**src/rtl/slr_isqrt.sv**
```systemverilog
`timescale 1ns / 1ps
// slr_isqrt: pipelined integer square root, two root bits per stage.
// Standalone; carries a sideband word along with each beat.
module slr_isqrt #(
  parameter int unsigned IN_W   = 60,
  parameter int unsigned SIDE_W = 1
) (
  input  logic                clk_i,
  input  logic                rst_ni,
  input  logic                valid_i,
  input  logic [IN_W-1:0]     arg_i,
  input  logic [SIDE_W-1:0]   side_i,
  output logic                valid_o,
  output logic [IN_W/2-1:0]   root_o,
  output logic [SIDE_W-1:0]   side_o
);
  localparam int unsigned R_W   = IN_W / 2;
  localparam int unsigned REM_W = R_W + 3;
  localparam int unsigned NST   = (R_W + 1) / 2;

  logic              vld_q  [NST];
  logic [REM_W-1:0]  rem_q  [NST];
  logic [R_W-1:0]    root_q [NST];
  logic [IN_W-1:0]   arg_q  [NST];
  logic [SIDE_W-1:0] side_q [NST];

  for (genvar s = 0; s < NST; s++) begin : g_stage
    localparam bit HAS2 = (2 * s + 2 <= R_W);
    logic              vld_in;
    logic [REM_W-1:0]  rem_in, rem_a, rem_d;
    logic [R_W-1:0]    root_in, root_a, root_d;
    logic [IN_W-1:0]   arg_in, arg_a, arg_d;
    logic [SIDE_W-1:0] side_in;

    if (s == 0) begin : g_first
      assign vld_in  = valid_i;
      assign rem_in  = '0;
      assign root_in = '0;
      assign arg_in  = arg_i;
      assign side_in = side_i;
    end else begin : g_next
      assign vld_in  = vld_q[s-1];
      assign rem_in  = rem_q[s-1];
      assign root_in = root_q[s-1];
      assign arg_in  = arg_q[s-1];
      assign side_in = side_q[s-1];
    end

    // one or two restoring root steps
    always_comb begin
      rem_a = {rem_in[REM_W-3:0], arg_in[IN_W-1 -: 2]};
      arg_a = arg_in << 2;
      if (rem_a >= REM_W'({root_in, 2'b01})) begin
        rem_a  = rem_a - REM_W'({root_in, 2'b01});
        root_a = {root_in[R_W-2:0], 1'b1};
      end else begin
        root_a = {root_in[R_W-2:0], 1'b0};
      end
      rem_d  = rem_a;
      root_d = root_a;
      arg_d  = arg_a;
      if (HAS2) begin
        rem_d = {rem_a[REM_W-3:0], arg_a[IN_W-1 -: 2]};
        arg_d = arg_a << 2;
        if (rem_d >= REM_W'({root_a, 2'b01})) begin
          rem_d  = rem_d - REM_W'({root_a, 2'b01});
          root_d = {root_a[R_W-2:0], 1'b1};
        end else begin
          root_d = {root_a[R_W-2:0], 1'b0};
        end
      end
    end

    always_ff @(posedge clk_i or negedge rst_ni) begin
      if (!rst_ni) begin
        vld_q[s] <= 1'b0;
      end else begin
        vld_q[s] <= vld_in;
      end
    end

    always_ff @(posedge clk_i) begin
      rem_q[s]  <= rem_d;
      root_q[s] <= root_d;
      arg_q[s]  <= arg_d;
      side_q[s] <= side_in;
    end
  end

  assign valid_o = vld_q[NST-1];
  assign root_o  = root_q[NST-1];
  assign side_o  = side_q[NST-1];

endmodule

```
**config.mk**
```make
export PLATFORM = sky130hd
export DESIGN_NAME = slr_isqrt
export DESIGN_NICKNAME = d
export VERILOG_FILES = /design/src/rtl/slr_isqrt.sv
export SDC_FILE = /design/constraint.sdc
export NUM_CORES = 2
export LEC_CHECK = 0
export BUFFER_PORTS_ARGS = -buffer_cell sky130_fd_sc_hd__buf_2
export CORE_MARGIN = 10
export CORE_UTILIZATION = 25
export DETAILED_ROUTE_END_ITERATION = 10
export PLACE_DENSITY_LB_ADDON = 0.12
export SETUP_SLACK_MARGIN = 0.1
export SLEW_MARGIN = 25
export SYNTH_ARGS = -nofsm -noshare
export SYNTH_HDL_FRONTEND = slang
export SYNTH_SLANG_ARGS = --single-unit
```
**constraint.sdc**
```tcl
create_clock -name clk_i -period 8.6 [get_ports clk_i]
set_clock_uncertainty 0.1 [all_clocks]
set_input_delay 0.43 -clock clk_i [delete_from_list [all_inputs] [get_ports clk_i]]
set_output_delay 0.43 -clock clk_i [all_outputs]
set_load 0.1 [all_outputs]
```
-- Yosys cells after proc, flatten, opt, wreduce, memory -nomap -nowiden
Memory sizes are Yosys's and may differ from the RTL's.
Cells that the tools add are included.
- multiplexer cells: 60
- add/sub/neg operators: 30
- bitwise logic cells: 0
- divide/modulo/power cells: 0
- reduce and logical (&&, ||, !) cells: 0
- $mul: 0
- eq/ne operators: 0
- $lt $le $gt $ge: 30
- shift-type cells: 0
- operators with widths (kind ; number):
    $ge A33 B32 Y1 ; 28
    $mux W33 ; 15
    $mux W31 ; 15
    $sub A33 B32 Y33 ; 14
    $sub A31 B31 Y31 ; 14
    $ge A33 B3 Y1 ; 1
    $sub A33 B3 Y33 ; 1
    $mux W1 ; 30
    $sub A2 B1 Y3 const B ; 1
    $ge A2 B1 Y1 const B ; 1
- bits in latches: 0
- bits of input ports: 64
- memories kept: 4
- bits in writable memories: 1800
- bits in registers: 15
- bits in read-only memories: 0
- memory list (memory ; words ; width ; rd ports ; clocked after memory_dff ; wr ports ; line ; RTL):
    arg_q ; 15 ; 56 ; 14 ; 0 ; 15 ; 24 ; logic [IN_W-1:0] arg_q [NST];
    rem_q ; 15 ; 33 ; 14 ; 0 ; 15 ; 22 ; logic [REM_W-1:0] rem_q [NST];
    root_q ; 15 ; 30 ; 15 ; 0 ; 15 ; 23 ; logic [R_W-1:0] root_q [NST];
    side_q ; 15 ; 1 ; 15 ; 0 ; 15 ; 25 ; logic [SIDE_W-1:0] side_q [NST];

-- Logic depth before layout (Yosys ltp)
An unclocked memory read counts as a cell.
- depth after elaboration: 5
- gate-level depth with buffers: 29
- gate-level depth less buffers: 25

-- Least setup slack after synthesis
No wires, ideal clock.
- kind: register to register
- start: mem root_q[1][132] in the netlist's numbering
- end: mem rem_q[1][168] in the netlist's numbering
- setup slack: 2783 ps
- path buffers: 5
- library setup time: 121 ps
- clock period less this slack: 5817 ps
- stages on the path, launching flop included: 27
- data arrival time: 5596 ps
- cells stage by stage: dfxtp_1 > inv_1 > ha_1 > a21o_1 > a21o_1 > a221o_1 > o21ai_0 > or3b_1 > clkbuf_1 > inv_1 > clkbuf_1 > clkbuf_1 > nor2_1 > nor2_1 > ha_1 > and3_1 > clkbuf_1 > a21oi_1 > o21ai_0 > a21o_1 > a21oi_1 > o21ai_1 > a21oi_1 > o211ai_1 > nor3_1 > buf_2 > mux2_2
- RTL lines (element ; line):
    start, declared ; 23
    end, declared ; 22

==> results.py <==
metrics = {
    "worst_hold_path": {
        "hp-start": "arg_i[32]",
        "hp-class": "in2reg",
    },
    "setup_path": {
        "cp_max_fo": 16,
        "ff2ff_path_depth": 22,
        "crit_required_ps": 9160,
        "worstSetupPathType": "reg2reg",
        "end_kind": "flop",
        "crit_slowest_cell": "o21ai_1",
        "endpoint": "rem_q[0][176]",
        "worst-path-buf-inv": 3,
        "slowest_delay_ps": 620,
        "worst_r2r_startpoint": "root_q[0][120]",
        "cp_common_cell": "a21oi_1",
        "startpoint": "root_q[0][120]",
        "start_kind": "flop",
        "rr_endpoint": "rem_q[0][176]",
        "rrSetupSlack_ps": 1370,
        "cp.arrival_ps": 7790,
        "path_cells": "inv_1, ha_1, o21a_1, o21ai_0, a21oi_1, o21ai_1, nand3_1, inv_2, a21oi_1, nor2_1, ha_1, a21o_1, a21oi_1, nor2b_1, a31oi_1, o21ai_0, o41ai_1, nand4_1, nor3_2, nand4_2, buf_4, mux2_1",
        "critPathTopFamily": "compound AO/OA/AOI/OAI gates",
        "cp.depth": 22,
    },
    "synthesis": {
        "synth.area.top_cells": "dfxtp_1 36%, ha_1 10%, xnor2_1 6.1%",
        "yosys.area.top_type_share_pct": 36.20,
        "seq_area_frac_synth_pct": 36.82,
        "ys_seq_elements": 1104,
        "muxShareOfSynthArea_pct": 2.119,
        "synthAdderAreaFrac_pct": 10.22,
        "synth_simple_gate_area_share_pct": 18.82,
        "synth_compound_area_share_pct": 18.86,
        "synthesis.area_um2": 60220,
        "synth_top_family_by_area": "compound AO/OA/AOI/OAI gates",
        "synth_flop_cell": "dfxtp_1",
        "synth_most_common_cell": "dfxtp_1",
        "yosys_warnings": 0,
        "synth.avg_cell_area_um2": 8.633,
        "ys_types": 111,
        "synth-edff-count": 0,
        "synth_xor_area_share_pct": 9.293,
        "async_reset_ff_share_pct": 1.359,
        "syn_inst": 6976,
        "synth_common_cells": "1089 x dfxtp_1, 582 x nor2_1, 573 x a21oi_1, 547 x nand2_1, 492 x ha_1",
        "yosysTopAreaCell": "dfxtp_1",
    },
    "placement": {
        "dp.cells": 10100,
        "place_ws_ps": 1432,
        "portBuffers": 95,
        "routabilityCongestion": 0.8398,
        "hpwl_mm": 155.7,
    },
    "detailed_routing": {
        "dr.pass1.iters": 5,
        "avgRoutedWirePerCell_um": 18.39,
        "vias_per_cell": 4.779,
        "ant_nets": 0,
        "vias": 49780,
        "routed_wl_mm": 191.5,
        "drtIter0Drc": 3219,
        "drc": 0,
    },
    "sta": {
        "report.final.slew_viol_count": 0,
        "timing.final.hold_violations": 0,
        "fin_ws_ps": 1365,
        "fmax_mhz": 138.2,
        "setup_viol": 0,
        "post-route-period-util_pct": 84.12,
        "worst_pin_slew_ps": 945.0,
        "period_needed_ps": 7235,
        "rsz0062_at_grt": "false",
        "hold_ws_ps": 187.2,
        "setup_tns_ps": 0,
        "max_slew_margin_pct": 37.00,
    },
    "clock_network": {
        "hold_buffers": 66,
        "cts_root_buf": "clkbuf_16",
        "h-tree-depth": 4,
        "insertion_delay_ps": 770,
        "cts_buffer_depth": 3,
        "cts_num_sinks": 1104,
        "post_cts_buffers": 0,
        "clk_pin_slew_worst_paths_ps": 60,
        "cts_buffers": 134,
        "tritoncts": "done",
        "cts_resized": 0,
    },
    "cells_and_area": {
        "syn_to_final_growth_pct": 15.41,
        "fin_cells": 10420,
        "fillers": 25800,
        "fin_util_pct": 28.95,
        "final_nets": 7677,
        "final-seq-area_um2": 22180,
        "drive_above_1_share_pct": 7.403,
        "multi_input_area_um2": 35760,
    },
    "floorplanning": {
        "ios": 96,
        "chipHeight_um": 510.8,
        "fp.dieW_um": 510.8,
        "initial_core_util_pct": 25.08,
        "die_area_um2": 260900,
        "fp-row-count": 180,
        "fp.coreArea_um2": 240100,
    },
    "power_and_ir_drop": {
        "leakage_nw": 31.25,
        "power.density_nw_per_um2": 273.3,
        "max-vdd-ir-drop_v": 0.0001501,
    },
    "global_route": {
        "grt_pass1_wl_mm": 292.7,
        "first_global_vias": 48560,
        "grt_max_degree": 51,
        "grt_use_total_pct": 14.01,
        "antenna_found_initial": 8,
        "grt_overflow_total": 0,
    },
    "run": {
        "cap_viol_max_count": 0,
    },
    "run_status": {
        "outcome": "finished, final reports clean",
    },
}
[layout by cell type, fill, tap and decap left out, types with 38 or more instances in the layout]
master	Yosys	routed
nand2b_1	83	83
clkbuf_16	0	137
buf_2	19	95
xnor2_1	418	418
nand4_1	121	121
dfxtp_1	1089	1089
ha_1	492	492
nor2_1	582	582
a211oi_1	45	44
mux2_2	87	87
o211ai_1	40	40
a21o_1	240	240
o21ai_0	327	327
o21bai_1	69	69
and3_1	62	62
a31oi_1	62	62
a21oi_1	573	573
nand2_1	547	547
xor2_1	221	221
dlygate4sd3_1	0	66
or2_2	38	38
o21a_1	84	84
nand3_1	160	160
or3_1	62	62
nor4_1	68	67
nor3_1	180	179
o31ai_1	51	51
nor2b_1	75	75
inv_1	409	409
and2_1	54	54
[cells by family after synthesis]
logic type | after synthesis
AND/OR/NAND/NOR | 2245
XOR/XNOR | 639
multiplexers | 116
flip-flops | 1104
buffers and inverters | 605
adder cells (fa/ha/maj) | 492
other | 1
AO/OA/AOI/OAI | 1774
[power breakdown]
part	switching (mW)	internal [mW]	total [mW]
sequential	0.885	5.98	6.87
clock	2.33	3.50	5.83
combinational	3.78	2.52	6.29
[routing by layer]
| layer | up-vias | GRT usage, % | part of all wire, % |
|---|---|---|---|
| li1 | 25200 | - | - |
| met1 | 23420 | 18.92 | 48 |
| met2 | 933 | 23.41 | 46 |
| met3 | 223 | 2.153 | 4.1 |
| met4 | 0 | 3.244 | 2.1 |
| met5 | - | 0 | 0 |
[state kept, by name, summed over array words and instances (netlist names)]
name / flops
rem_q: 414
g_stage.vld_in: 14
arg_q: 420
root_q: 240
side_q: 15
valid_o: 1
[worst reg2reg max path: stages, from the launching register on]
cell,delay (ps)
dfxtp_1,320
inv_1,50
ha_1,330
o21a_1,130
o21ai_0,370
a21oi_1,220
o21ai_1,620
nand3_1,620
inv_2,490
a21oi_1,80
nor2_1,170
ha_1,320
a21o_1,180
a21oi_1,200
nor2b_1,70
a31oi_1,120
o21ai_0,120
o41ai_1,580
nand4_1,430
nor3_2,360
nand4_2,490
buf_4,410
mux2_1,330
[stage by stage]
| stage | instance area, um2 | total power [mW] |
|---|---|---|
| after global placement | 64210 | 13.26 |
| after floorplan | 60230 | 11.34 |
| final | 69500 | 18.99 |
| after detailed placement | 64210 | 13.23 |
| after CTS | 69480 | 19.26 |
| after global routing | 69500 | 20.26 |
[how the worst min path moves through the flow]
stage | end | slack, ps | cells after the start
finish | arg_q[0][32] | 190 | 2
detailed placement | arg_q[0][180] | 210 | 0
global route | arg_q[0][0] | 140 | 2
global placement | arg_q[1][99] | 210 | 0
floorplan | g_stage[10].vld_in | 30 | 0
CTS | arg_q[0][32] | 100 | 2
[area by class of cell]
cell class	instances	share of cell area, %
well taps	3185	5.734
clock inverters	55	1.068
multi-input cells	5269	51.45
flip-flops and latches	1104	31.91
inverters	416	2.250
clock buffers	187	5.563
diodes	5	0.01800
repair buffers	196	2.013
Power figures use the tool's default switching activity.
