<file path="config.mk">
export PLATFORM = sky130hd
export DESIGN_NAME = slr_div
export DESIGN_NICKNAME = d
export VERILOG_FILES = /design/src/rtl/slr_div.sv
export SDC_FILE = /design/constraint.sdc
export NUM_CORES = 1
export LEC_CHECK = 0
export BUFFER_PORTS_ARGS = -buffer_cell sky130_fd_sc_hd__buf_2
export CAP_MARGIN = 20
export CORE_MARGIN = 2
export CORE_UTILIZATION = 54
export DETAILED_ROUTE_END_ITERATION = 8
export PLACE_DENSITY_LB_ADDON = 0.05
export RECOVER_POWER = 25
export SLEW_MARGIN = 10
export SYNTH_ARGS = -nofsm -noshare
export SYNTH_HDL_FRONTEND = slang
export SYNTH_SLANG_ARGS = --single-unit
</file>
<file path="constraint.sdc">
create_clock -name clk_i -period 12.1 [get_ports clk_i]
set_input_delay 2.42 -clock clk_i [delete_from_list [all_inputs] [get_ports clk_i]]
set_output_delay 2.42 -clock clk_i [all_outputs]
set_load 0.02 [all_outputs]
</file>
<file path="src/rtl/slr_div.sv">
`timescale 1ns / 1ps
// slr_div: pipelined unsigned restoring divider, two quotient bits per stage.
// Standalone; expects num_i < den_i * 2^Q_W. Carries a sideband word per beat.
module slr_div #(
  parameter int unsigned DEN_W  = 16,
  parameter int unsigned Q_W    = 14,
  parameter int unsigned SIDE_W = 1
) (
  input  logic                   clk_i,
  input  logic                   rst_ni,
  input  logic                   valid_i,
  input  logic [DEN_W+Q_W-1:0]   num_i,
  input  logic [DEN_W-1:0]       den_i,
  input  logic [SIDE_W-1:0]      side_i,
  output logic                   valid_o,
  output logic [Q_W-1:0]         quo_o,
  output logic [SIDE_W-1:0]      side_o
);
  localparam int unsigned W   = DEN_W + Q_W;
  localparam int unsigned NST = (Q_W + 1) / 2;

  logic              vld_q  [NST];
  logic [W-1:0]      rem_q  [NST];
  logic [Q_W-1:0]    quo_q  [NST];
  logic [DEN_W-1:0]  den_q  [NST];
  logic [SIDE_W-1:0] side_q [NST];

  for (genvar s = 0; s < NST; s++) begin : g_stage
    localparam int B0   = int'(Q_W) - 1 - 2 * s;
    localparam bit HAS2 = (B0 >= 1);
    localparam int B1   = HAS2 ? B0 - 1 : 0;
    logic              vld_in;
    logic [W-1:0]      rem_in, rem_a, rem_d;
    logic [Q_W-1:0]    quo_in, quo_d;
    logic [DEN_W-1:0]  den_in;
    logic [SIDE_W-1:0] side_in;

    if (s == 0) begin : g_first
      assign vld_in  = valid_i;
      assign rem_in  = num_i;
      assign quo_in  = '0;
      assign den_in  = den_i;
      assign side_in = side_i;
    end else begin : g_next
      assign vld_in  = vld_q[s-1];
      assign rem_in  = rem_q[s-1];
      assign quo_in  = quo_q[s-1];
      assign den_in  = den_q[s-1];
      assign side_in = side_q[s-1];
    end

    // compare and subtract the shifted divisor
    always_comb begin
      rem_a = rem_in;
      quo_d = quo_in;
      if (rem_in >= (W'(den_in) << B0)) begin
        rem_a     = rem_in - (W'(den_in) << B0);
        quo_d[B0] = 1'b1;
      end
      rem_d = rem_a;
      if (HAS2) begin
        if (rem_a >= (W'(den_in) << B1)) begin
          rem_d     = rem_a - (W'(den_in) << B1);
          quo_d[B1] = 1'b1;
        end
      end
    end

    always_ff @(posedge clk_i or negedge rst_ni) begin
      if (!rst_ni) begin
        vld_q[s] <= 1'b0;
      end else begin
        vld_q[s] <= vld_in;
      end
    end

    always_ff @(posedge clk_i) begin
      rem_q[s]  <= rem_d;
      quo_q[s]  <= quo_d;
      den_q[s]  <= den_in;
      side_q[s] <= side_in;
    end
  end

  assign valid_o = vld_q[NST-1];
  assign quo_o   = quo_q[NST-1];
  assign side_o  = side_q[NST-1];

endmodule

</file>
== Yosys cells after proc, flatten, opt, wreduce, memory -nomap -nowiden ==
Memories as Yosys holds them, arrays and structs flattened.
Cells that the tools add are included.

* $add $sub $neg: 14
* Multiply operators: 0
* Divide/modulo/power cells: 0
* Order comparisons: 14
* Equality and inequality tests: 0
* Shifts and indexed selects: 0
* Muxes and demuxes: 28
* Bitwise gates (word level): 0
* Reduce and logical (&&, ||, !) cells: 0

{| class="wikitable"
|+ Operator list
! cell !! number
|-
| 30-bit 2-to-1 mux || 14
|-
| 30-bit by 16-bit greater-or-equal comparator with 1-bit output || 1
|-
| 30-bit by 17-bit greater-or-equal comparator with 1-bit output || 1
|-
| 30-bit by 18-bit greater-or-equal comparator with 1-bit output || 1
|-
| 30-bit by 19-bit greater-or-equal comparator with 1-bit output || 1
|-
| 30-bit by 20-bit greater-or-equal comparator with 1-bit output || 1
|-
| 30-bit by 21-bit greater-or-equal comparator with 1-bit output || 1
|-
| 30-bit by 22-bit greater-or-equal comparator with 1-bit output || 1
|-
| 30-bit by 23-bit greater-or-equal comparator with 1-bit output || 1
|-
| 30-bit by 24-bit greater-or-equal comparator with 1-bit output || 1
|-
| 30-bit by 25-bit greater-or-equal comparator with 1-bit output || 1
|-
| 30-bit by 26-bit greater-or-equal comparator with 1-bit output || 1
|-
| 30-bit by 27-bit greater-or-equal comparator with 1-bit output || 1
|-
| 30-bit by 28-bit greater-or-equal comparator with 1-bit output || 1
|-
| 30-bit by 29-bit greater-or-equal comparator with 1-bit output || 1
|-
| 30-bit by 16-bit subtractor with 30-bit output || 1
|-
| 30-bit by 17-bit subtractor with 30-bit output || 1
|-
| 30-bit by 18-bit subtractor with 30-bit output || 1
|-
| 30-bit by 19-bit subtractor with 30-bit output || 1
|-
| 30-bit by 20-bit subtractor with 30-bit output || 1
|-
| 30-bit by 21-bit subtractor with 30-bit output || 1
|-
| 30-bit by 22-bit subtractor with 30-bit output || 1
|-
| 30-bit by 23-bit subtractor with 30-bit output || 1
|-
| 30-bit by 24-bit subtractor with 30-bit output || 1
|-
| 6 further kinds || 19
|}

* Flip-flop bits (word level): 7
* Latch bits: 0
* Bits in writable memories: 427
* ROM bits: 0
* Logic and storage cells: 67
* Memories kept: 4

{| class="wikitable"
|+ Memory list
! name !! words !! bits a word !! rd ports !! clocked after memory_dff !! wr ports !! line !! RTL
|-
| rem_q || 7 || 30 || 6 || 0 || 7 || 23 || <nowiki>logic [W-1:0] rem_q [NST];</nowiki>
|-
| den_q || 7 || 16 || 6 || 0 || 7 || 25 || <nowiki>logic [DEN_W-1:0] den_q [NST];</nowiki>
|-
| quo_q || 7 || 14 || 7 || 0 || 7 || 24 || <nowiki>logic [Q_W-1:0] quo_q [NST];</nowiki>
|-
| side_q || 7 || 1 || 7 || 0 || 7 || 26 || <nowiki>logic [SIDE_W-1:0] side_q [NST];</nowiki>
|}

== Logic depth before layout (Yosys ltp) ==
An unclocked memory read counts as a cell.

* Depth in word-level cells: 5
* Mapped depth: 26
* Gate-level depth less buffers: 22

== Least setup slack after synthesis ==
OpenSTA, ideal clock, no wires.

* Kind: input -> register
* Start: in den_i[1]
* End: mem rem_q[0][20] (netlist name)
* Setup time: 121 ps
* Arrival: 7254 ps
* Data required time: 11979 ps
* Setup slack: 4726 ps
* Stages: 23
* Buffers on the path: 3
* Cells stage by stage: inv_1 > ha_1 > nor2b_1 > o21ai_0 > a21boi_0 > o31ai_1 > o31a_1 > o21ba_2 > clkbuf_1 > clkbuf_1 > o21ai_0 > fa_1 > a21o_1 > a21oi_1 > nor2_1 > o31a_1 > o211ai_1 > a211o_1 > a21oi_1 > nor2b_1 > nand3_1 > clkbuf_1 > mux2_2

{| class="wikitable"
|+ RTL lines
! what !! line !! RTL
|-
| from (decl) || 13 || <nowiki>input logic [DEN_W-1:0] den_i,</nowiki>
|-
| to (decl) || 23 ||
|}

==> impl_metrics.yaml <==
pwr:
  p_leak_nw: 10.7
  max-vdd-ir-drop_uv: 248
  cellPowerDensity_nw_per_um2: 344
yosys:
  synth.net_count: 2833
  synth.distinct_cells: 95
  async_reset_ff_frac: 0.0202
  synth-edff-count: 0
  postSynthCellCount: 2546
  syn_area_per_cell_um2: 8.74
  ys_seq_area_frac: 0.313
  synth.yosys.warnings: 0
  ys_seq_elements: 346
  ys.flop_type: "dfxtp_1"
  syn_area_um2: 22200
setup_path:
  path_cells: "buf_2 -> inv_1 -> ha_1 -> nor2b_1 -> o21ai_0 -> a21boi_0 -> o31ai_1 -> o31a_1 -> o21ba_2 -> inv_1 -> a21oi_1 -> ha_1 -> a21o_1 -> a21oi_1 -> nor2_1 -> o31a_1 -> o211ai_1 -> a211o_1 -> a21oi_1 -> nor2b_1 -> nand3_1 -> mux2_2"
  cpMostUsedCell: "a21oi_1"
  setup.worst_path.end_class: "flip-flop"
  required_ns: 12.53
  cp.arrival_ns: 8.42
  crit_type: "input pin to flip-flop"
  slowest_stage: "nand3_1"
  cp_slowest_stage_delay_ns: 0.63
  worst-path-max-fanout: 26
  cp-start-kind: "input pin"
placed_design:
  hpwl_um: 45200
  place_inst: 3100
  post-place-ws_ns: 3.62
  port-buffer-count: 65
  globalplace.congestion: 0.928
grt:
  grt_pass1_vias: 17878
  grt_pass1_wl_um: 88600
  antenna_found_initial: 2
  track_usage: 0.259
  grt_overflow_total: 0
  grt_max_degree: 42
final_layout:
  syn_to_final_growth_pct: 9.80
  layout_common_cells: "dfxtp_1, ha_1, a21oi_1"
  nets: 2896
  fill_cells: 3592
  drive_above_1_share: 0.111
  final_common_cell: "dfxtp_1"
  final_cells: 3173
die:
  start_util: 0.546
  pin_count: 66
  dieWidth_um: 207
  rows: 74
  die_area_um2: 42800
  coreArea_um2: 40700
  dieHeight_um: 207
sta:
  max_slew_margin: 0.194
  timing.fmax_mhz: 125
  fin_setup_tns_ns: 0
  fin_crit_ns: 7.99
  layout_setup_ws_ns: 4.11
  period_share: 0.660
  maxSlewViolCount: 0
  fin_skew_ns: 0.0205
  setup_violations: 0
  worstMarginPinSlew_ns: 1.20
  timing_hold_violations_final: 0
  hold_ws_ns: 0.319
  rsz0062_at_grt: "false"
cts:
  cts_setup_buffers: 0
  numCtsBuffers: 39
  cts_tree: "built"
  postCtsHoldBufs: 0
  cts.sinks: 346
  cts_resized: 0
  clk_latency_ns: 0.56
  h-tree-depth: 2
  clk_pin_slew_ns: 0.06
  clock_path_buffers: 3
  cts_root_buf: "clkbuf_16"
detailed_routing:
  viasPerCell: 5.77
  wl_per_cell_um: 17.5
  firstDrtPassIters: 6
  drc: 0
  drt_iter0_drc: 817
  antenna_left: 0
  vias: 18315
  drt-total-wl_um: 55500
status:
  status: "complete, no violations"
run:
  cap_violations: 0
min_path:
  holdCritPathClass: "flip-flop to flip-flop"
-- metrics by stage --
stage          area (µm²)  power [W]   util
2_1_floorplan       22200    0.00605      -
4_1_cts             24400    0.00841  0.599
5_1_grt             24400    0.00914  0.599
3_5_place_dp        23100    0.00713  0.566
3_3_place_gp        23100    0.00703  0.566
6_report            24400    0.00841  0.600
-- cell type report --
class | count | area (µm²) | share of cell area
Antenna cell | 2 | 5.00 | 0.000205
Tap cell | 532 | 666 | 0.0273
Clock buffer | 53 | 1130 | 0.0463
Clock inverter | 18 | 235 | 0.00963
Timing Repair Buffer | 73 | 385 | 0.0158
Sequential cell | 346 | 6960 | 0.285
Multi-Input combinational cell | 1964 | 14300 | 0.587
Inverter | 185 | 694 | 0.0284
-- Yosys cell counts (21+ instances only) --
cell,count,share of area
and3_1,21,0.0059
ha_1,224,0.13
clkbuf_1,32,0.0054
o21bai_1,24,0.0081
nand3_1,38,0.0085
o21a_1,37,0.012
nor2b_1,47,0.013
nor2_1,191,0.032
nand2b_1,29,0.0082
xnor2_1,127,0.050
nor4_1,30,0.0084
nand2_1,166,0.028
xor2_1,80,0.031
dfxtp_1,339,0.31
o21ai_0,139,0.031
nor3_1,46,0.010
nand4_1,40,0.011
mux2_2,98,0.050
a21o_1,66,0.022
a21oi_1,197,0.044
a211oi_1,28,0.0094
a31oi_1,31,0.0087
inv_1,184,0.031
-- report_power, final --
part           switching (W)  internal, W  total [W]
clock network       0.000479     0.000746    0.00123
registers           0.000232      0.00150    0.00173
logic                0.00295      0.00250    0.00546
total                0.00366      0.00475    0.00841
-- flip-flops by register name, summed over array words and instances, names as in the netlist --
register / count
rem_q: 180
den_q: 96
quo_q: 56
side_q: 7
g_stage.vld_in: 6
valid_o: 1
-- metal layers --
layer | vias to the layer above | track usage | part of all wire
li1 | 9297 | - | -
met1 | 8498 | 0.283 | 0.41
met2 | 386 | 0.491 | 0.51
met3 | 134 | 0.0366 | 0.033
met4 | 0 | 0.121 | 0.045
met5 | - | 0 | 0
-- worst max-delay path: cells and delay by family --
kind                     cells  cell delay, ns
AND/OR/NAND/NOR              4            1.02
buffers and inverters        3            0.46
adder cells (fa/ha/maj)      2            0.59
AO/OA/AOI/OAI               12            3.41
multiplexers                 1            0.53
-- kinds of logic (layout without fill, tap and decap cells) --
family | after synthesis | in the layout | share of synthesized area
and+or+nand+nor | 738 | 738 | 0.173
AOI/OAI and AO/OA | 654 | 654 | 0.188
DFF | 346 | 346 | 0.313
adders and majority gates | 237 | 237 | 0.138
buffers and inverters | 236 | 329 | 0.0422
xor gates and xnor gates | 207 | 207 | 0.0815
muxes | 128 | 128 | 0.0652
other | 0 | 2 | 0
-- path summary, 6_finish.rpt --
path / startpoint / slack [ns] / cells after the start / end
max: den_i[1] / 4.11 / 22 / rem_q[0][24]$_DFF_P_
min: quo_q[5][8]$_DFF_P_ / 0.32 / 0 / quo_q[6][8]$_DFF_P_
max reg2reg: den_q[3][1]$_DFF_P_ / 4.79 / 21 / rem_q[4][14]$_DFF_P_
min reg2reg: quo_q[5][8]$_DFF_P_ / 0.32 / 0 / quo_q[6][8]$_DFF_P_
max in group asynchronous: rst_ni / 10.25 / 1 / g_stage[2].vld_in$_DFF_PN0_
min in group asynchronous: rst_ni / 1.68 / 1 / valid_o$_DFF_PN0_
Note: power is estimated with default switching activity, not from simulation.
